--- config.mk ---
export PLATFORM = sky130hd
export DESIGN_NAME = sfa_mul
export DESIGN_NICKNAME = d
export VERILOG_FILES = /design/src/hw/rtl/sfa_pkg.sv /design/src/hw/rtl/sfa_mul.sv
export SDC_FILE = /design/constraint.sdc
export NUM_CORES = 2
export LEC_CHECK = 0
export ABC_AREA = 1
export BUFFER_PORTS_ARGS = -buffer_cell sky130_fd_sc_hd__buf_2
export CAP_MARGIN = 20
export CORE_MARGIN = 3
export CORE_UTILIZATION = 60
export CTS_CLUSTER_SIZE = 16
export DETAILED_ROUTE_END_ITERATION = 10
export PLACE_DENSITY_LB_ADDON = 0.2
export SYNTH_ARGS = -nofsm -noshare
export SYNTH_HDL_FRONTEND = slang
export SYNTH_SLANG_ARGS = --single-unit
--- constraint.sdc ---
create_clock -name clock -period 10.1 [get_ports clock]
set_clock_uncertainty 0.2 [all_clocks]
set_input_delay 0.505 -clock clock [delete_from_list [all_inputs] [get_ports clock]]
set_output_delay 0.505 -clock clock [all_outputs]
set_load 0.02 [all_outputs]
--- src/hw/rtl/sfa_pkg.sv ---
// Shared types and constants for the second-order fin actuator.
// Used by the multiplier unit, the top level and the port checker.
package sfa_pkg;

   localparam int DATA_W     = 32;
   localparam int OPND_W     = 33;
   localparam int PROD_W     = 2 * OPND_W;
   localparam int CSR_IDX_W  = 3;
   localparam int CSR_DATA_W = 31;

   // Rescale shifts fixed by the register formats.
   localparam int TRAP_SHIFT  = 25;
   localparam int STIFF_SHIFT = 16;
   localparam int DAMP_SHIFT  = 19;

   typedef enum logic [CSR_IDX_W-1:0] {
      CSR_DYNAMICS_MODE,
      CSR_POSITION_LIMIT,
      CSR_RATE_LIMIT,
      CSR_NATURAL_FREQ,
      CSR_DAMPING_RATIO,
      CSR_TIME_STEP
   } csr_index_type;

   typedef struct packed {
      logic signed [DATA_W-1:0] aileron_cmd;
      logic signed [DATA_W-1:0] elevator_cmd;
      logic signed [DATA_W-1:0] rudder_cmd;
   } req_type;

   typedef struct packed {
      logic signed [DATA_W-1:0] aileron_out;
      logic signed [DATA_W-1:0] elevator_out;
      logic signed [DATA_W-1:0] rudder_out;
      logic signed [DATA_W-1:0] left_elevon;
      logic signed [DATA_W-1:0] right_elevon;
      logic signed [DATA_W-1:0] left_elevon_cmd;
      logic signed [DATA_W-1:0] right_elevon_cmd;
   } rsp_type;

   // Operand load request from the sequencer to the shared multiplier.
   typedef struct packed {
      logic                     load;
      logic signed [OPND_W-1:0] a;
      logic signed [OPND_W-1:0] b;
   } mul_op_type;

endpackage

--- src/hw/rtl/sfa_mul.sv ---
// Shared signed multiplier with registered operands and registered product.
// Depends on sfa_pkg for the operand request type and widths.
module sfa_mul import sfa_pkg::*; (
   input  logic                     clock,
   input  mul_op_type               op_in,
   output logic signed [PROD_W-1:0] prod_ff
);

   logic signed [OPND_W-1:0] op_a_ff;
   logic signed [OPND_W-1:0] op_b_ff;
   logic signed [OPND_W-1:0] op_a_in;
   logic signed [OPND_W-1:0] op_b_in;
   logic signed [PROD_W-1:0] prod_in;

   // Loaded operands are held in the operand registers; their product is registered from those.
   always_comb begin
      op_a_in = op_in.load ? op_in.a : op_a_ff;
      op_b_in = op_in.load ? op_in.b : op_b_ff;
      prod_in = op_a_ff * op_b_ff;
   end

   always_ff @(posedge clock) begin
      op_a_ff <= op_a_in;
      op_b_ff <= op_b_in;
      prod_ff <= prod_in;
   end

endmodule

# Yosys cells after proc, flatten, opt, wreduce, memory -nomap -nowiden
# Index checks and enable logic that the tools add are counted.
[totals] reg_bits=132 latchBits=0 mem_bits_rw=0 romBits=0 inputBits=68 out_inout_bits=66 wordCells=4 mem_count=0
[op_classes] add_sub_neg=0 n_mul=1 n_div=0 magnitude_cmp=0 n_eq_ne=0 shifts=0 n_mux=0 bitwise_logic=0 reduce_logical=0
[ops] op="multiplier 33 x 33 -> 66 bit" count=1

# Longest topological paths before layout
[logic_depth] word_depth=1 mapped_depth=34 ltp_nobuf=32

# Worst setup path before layout
# OpenSTA, ideal clock, no wires.
[synth_path] path_type="flip-flop to flip-flop" startpoint="register op_a_ff[32]" endpoint="register prod_ff[64]" setup_time_ns=0.112 arrival_ns=6.973 t_required_ns=9.788 setup_slack_ns=2.815 path_stages_with_launch=25 n_path_buf=2 period_less_slack_ns=7.285 path_cell_list="edfxtp_1 -> clkbuf_1 -> clkbuf_1 -> nand2_1 -> inv_1 -> fa_1 -> fa_1 -> fa_1 -> fa_1 -> fa_1 -> fa_1 -> fa_1 -> inv_1 -> fa_1 -> inv_1 -> ha_1 -> a21oi_1 -> a21boi_0 -> nand2_1 -> nand2_1 -> nand2_1 -> a21oi_1 -> nand2_1 -> nand2_1 -> nand2_1"
[synth_between] elab_chain_cells=1
[synth_rtl] element="start, declared" line_no="sfa_mul.sv:9" source="logic signed [OPND_W-1:0] op_a_ff;"
[synth_rtl] element="start signal, assigned" line_no="sfa_mul.sv:23" source="op_a_ff <= op_a_in;"
[synth_rtl] element="multiplier 33 x 33 -> 66 bit" line_no="sfa_mul.sv:19" source="prod_in = op_a_ff * op_b_ff;"
[synth_rtl] element="named net prod_in[64]" line_no="sfa_mul.sv:13" source="logic signed [PROD_W-1:0] prod_in;"
[synth_rtl] element="end signal, assigned" line_no="sfa_mul.sv:25" source="prod_ff <= prod_in;"
[synth_rtl] element="end, declared" line_no="sfa_mul.sv:6" source="output logic signed [PROD_W-1:0] prod_ff"
# The timed path passes the listed nets, and every way through them passes these cells.
# A chain may end at the register's enable or synchronous reset.

# Final worst setup path
[layout_path] startpoint="register op_b_ff[7]" endpoint="register prod_ff[57]"
[layout_between] elab_chain_cells=1
[layout_rtl] element="start, declared" line_no="sfa_mul.sv:10" source="logic signed [OPND_W-1:0] op_b_ff;"
[layout_rtl] element="start signal, assigned" line_no="sfa_mul.sv:24" source="op_b_ff <= op_b_in;"
[layout_rtl] element="multiplier 33 x 33 -> 66 bit" line_no="sfa_mul.sv:19"
[layout_rtl] element="named net prod_in[57]" line_no="sfa_mul.sv:13"
# The timed path passes the listed nets, and every way through them passes these cells.

==> metrics.cfg <==
[die]
row_count = 99
floorplan.initialDensity = 0.6106
dieArea_sq_mm = 0.07820
core_sq_mm = 0.07358
die_h_um = 279.6
io_pins = 134
die_w_um = 279.6

[sta]
period_share = 0.8527
maxSlewViolCount = 0
worstMarginPinSlew_ps = 1230
report.final.setup_viol = 0
max-slew-margin-rel = 0.1798
period_minus_slack_ps = 8612
setup_tns_ps = 0
rsz0062_at_grt = false
fmax_mhz = 116.1
hold_violations = 0

[finish]
multi_input_area_sq_mm = 0.03369
seq_area_sq_mm = 0.003303
layout.nets = 6993
fillCellCount = 6381
area_growth_pct = 6.071
n_antenna_cell = 0
drive_above_1_share = 0.05846

[global_route]
first_global_vias = 37490
grt_overflow = 0
grt_max_degree = 50
grt_pass1_wl_mm = 204.7
antenna_found_initial = 0
gr-usage-all-layers = 0.3448

[status]
status = completed

[route]
ant_nets = 0
first_pass_iters = 6
vias_per_cell = 5.251
drc = 0
post_drt_wl_per_cell_um = 19.22
vias = 34320
drt_iter0_drc = 3030
totalWireLength_mm = 125.6

[synthesis]
syn_area_sq_mm = 0.04493
synth_top_area_frac = 0.5102
async_reset_ff_frac = 0
synth_top_flop_cell = edfxtp_1
synth_seq_cells = 132
ys_seq_area_frac = 0.07352
yosys-top-cells-area = fa_1 51%, inv_1 15%, nand2_1 12%
synth.distinct_cells = 32
synthCells = 5532
synth_common_cells = 1850 x inv_1, 1458 x nand2_1, 1145 x fa_1, 261 x clkbuf_1, 217 x ha_1
syn_avg_cell_area_sq_um = 8.121
synth_edf_count = 66
yosysMostFrequentCell = inv_1
ys_warn_count = 0
syn-num-nets = 6962
yosysTopAreaCell = fa_1

[clock_tree]
cts_resized = 0
root_buffer = clkbuf_16
clk_latency_ps = 520
clk_pin_slew_ps = 80
cts_max_level = 4
cts_num_sinks = 132
cts_buffers = 17
ctsLongestPathBuffers = 2
cts_tree = built

[worst_setup_path]
max_stage_delay_ps = 1150
setup.worst_path.end_class = flop
crit_family = adder cells
r2r-start = op_b_ff[7]
path_max_fanout = 20
critPathLaunchType = flop
reg2reg_to = prod_ff[57]
r2r_slack_ps = 1490
arrival_ps = 8810
cp_common_cell = fa_1
cp.required_ps = 10300
r2r_cells = 23
crit_chain = buf_4 -> nand2_1 -> inv_1 -> fa_1 -> fa_1 -> inv_1 -> fa_1 -> inv_1 -> fa_1 -> fa_1 -> fa_1 -> fa_1 -> inv_1 -> fa_1 -> inv_1 -> ha_1 -> nand2_1 -> nor2_1 -> nand2_2 -> nor2_1 -> o21ai_0 -> nand4_1 -> nand2_1
worstSetupPathType = reg2reg
worst-path-buf-inv = 6
cp_slowest_cell = fa_1
critPathLaunch = op_b_ff[7]

[min_path]
hp-start = op_in[61]
holdPathEnd = op_a_ff[28]
min_path_type = in2reg
holdPathStages = 1

[placed_design]
portBuffers = 133
gp_congestion = 0.9841
dp_hpwl_mm = 105.9

[job]
max_cap_violations = 0

## routing by layer
| layer | vias up | share of wire | track usage |
|---|---|---|---|
| met1 | 17270 | 0.40 | 0.4682 |
| li1 | 15150 | - | - |
| met4 | 0 | 0.045 | 0.1345 |
| met2 | 1612 | 0.46 | 0.5472 |
| met5 | - | 0 | 0 |
| met3 | 284 | 0.093 | 0.07667 |
## logic make-up (layout without fill, tap and decap cells)
| family | Yosys count | after routing | synth area share |
|---|---|---|---|
| AO/OA/AOI/OAI | 137 | 137 | 0.01690 |
| XOR/XNOR | 40 | 40 | 0.007798 |
| adder cells (fa/ha/maj) | 1362 | 1362 | 0.5706 |
| buffers and inverters | 2114 | 2158 | 0.1766 |
| flip-flops | 132 | 132 | 0.07352 |
| AND/OR/NAND/NOR | 1747 | 1747 | 0.1545 |
## flip-flops by register name, summed over array words and instances (netlist names)
name / cells
op_b_ff: 33
op_a_ff: 33
prod_ff: 66
## cells in the final DEF, fill, tap and decap left out, drive strengths merged, types with 2 or more instances in the layout
cell type,synthesis,final
inv,1851,1861
nor3,11,11
buf,2,220
nor4,2,2
clkbuf,261,17
o21bai,19,19
fa,1145,1145
nor2,144,144
a21boi,4,4
xnor2,6,6
nand3,80,80
xor2,34,34
clkinv,0,4
nand4,19,19
dlygate4sd3,0,55
a21oi,77,77
or2,5,5
dfxtp,66,66
o21ai,35,35
ha,217,217
edfxtp,66,66
nand2,1485,1485
## final cells by class
type | count | share of cell area
clock buffer | 17 | 0.008927
clock inverter | 15 | 0.003728
timing repair buffer | 275 | 0.04012
tap | 959 | 0.02518
inverter | 1851 | 0.1458
sequential | 132 | 0.06931
multi-input combinational | 3286 | 0.7069
## worst max-delay path by stage
| stage | end | slack, ps | cells past startpoint |
|---|---|---|---|
| after CTS | prod_ff[57] | 1530 | 23 |
| final | prod_ff[57] | 1490 | 23 |
| after detailed placement | prod_ff[57] | 1570 | 23 |
| after floorplan | prod_ff[64] | 2810 | 24 |
| after global placement | prod_ff[57] | 1540 | 23 |
| after global routing | prod_ff[59] | 1060 | 25 |
## through the flow
stage,util,worst slack (ps),instances,hold slack [ps],instance area [sq um]
after global routing,0.6477,1062,6535,9.563,47650
after floorplan,-,2815,5532,395.2,44930
after global placement,0.6312,1544,6446,480.9,46450
after CTS,0.6473,1529,6534,4.692,47630
final,0.6477,1488,6535,42.92,47650
after detailed placement,0.6316,1570,6447,483.3,46470
## repair_timing
item | in CTS | in global routing
setup endpoints to repair | 0 | 0
setup buffers | 0 | 0
hold endpoints to repair | 55 | 0
hold buffers | 55 | 0
## worst reg2reg max path, delay by kind of cell, from the launching register on
kind,cells,cell delay [ps]
fa+ha+maj,9,5180
flops,1,970
simple gates,7,1140
compound gates,1,250
buf+inv,6,750
Power is left out: the tool's default activity adds up to more than one toggle a clock period on the data nets, which glitch-free logic cannot reach.
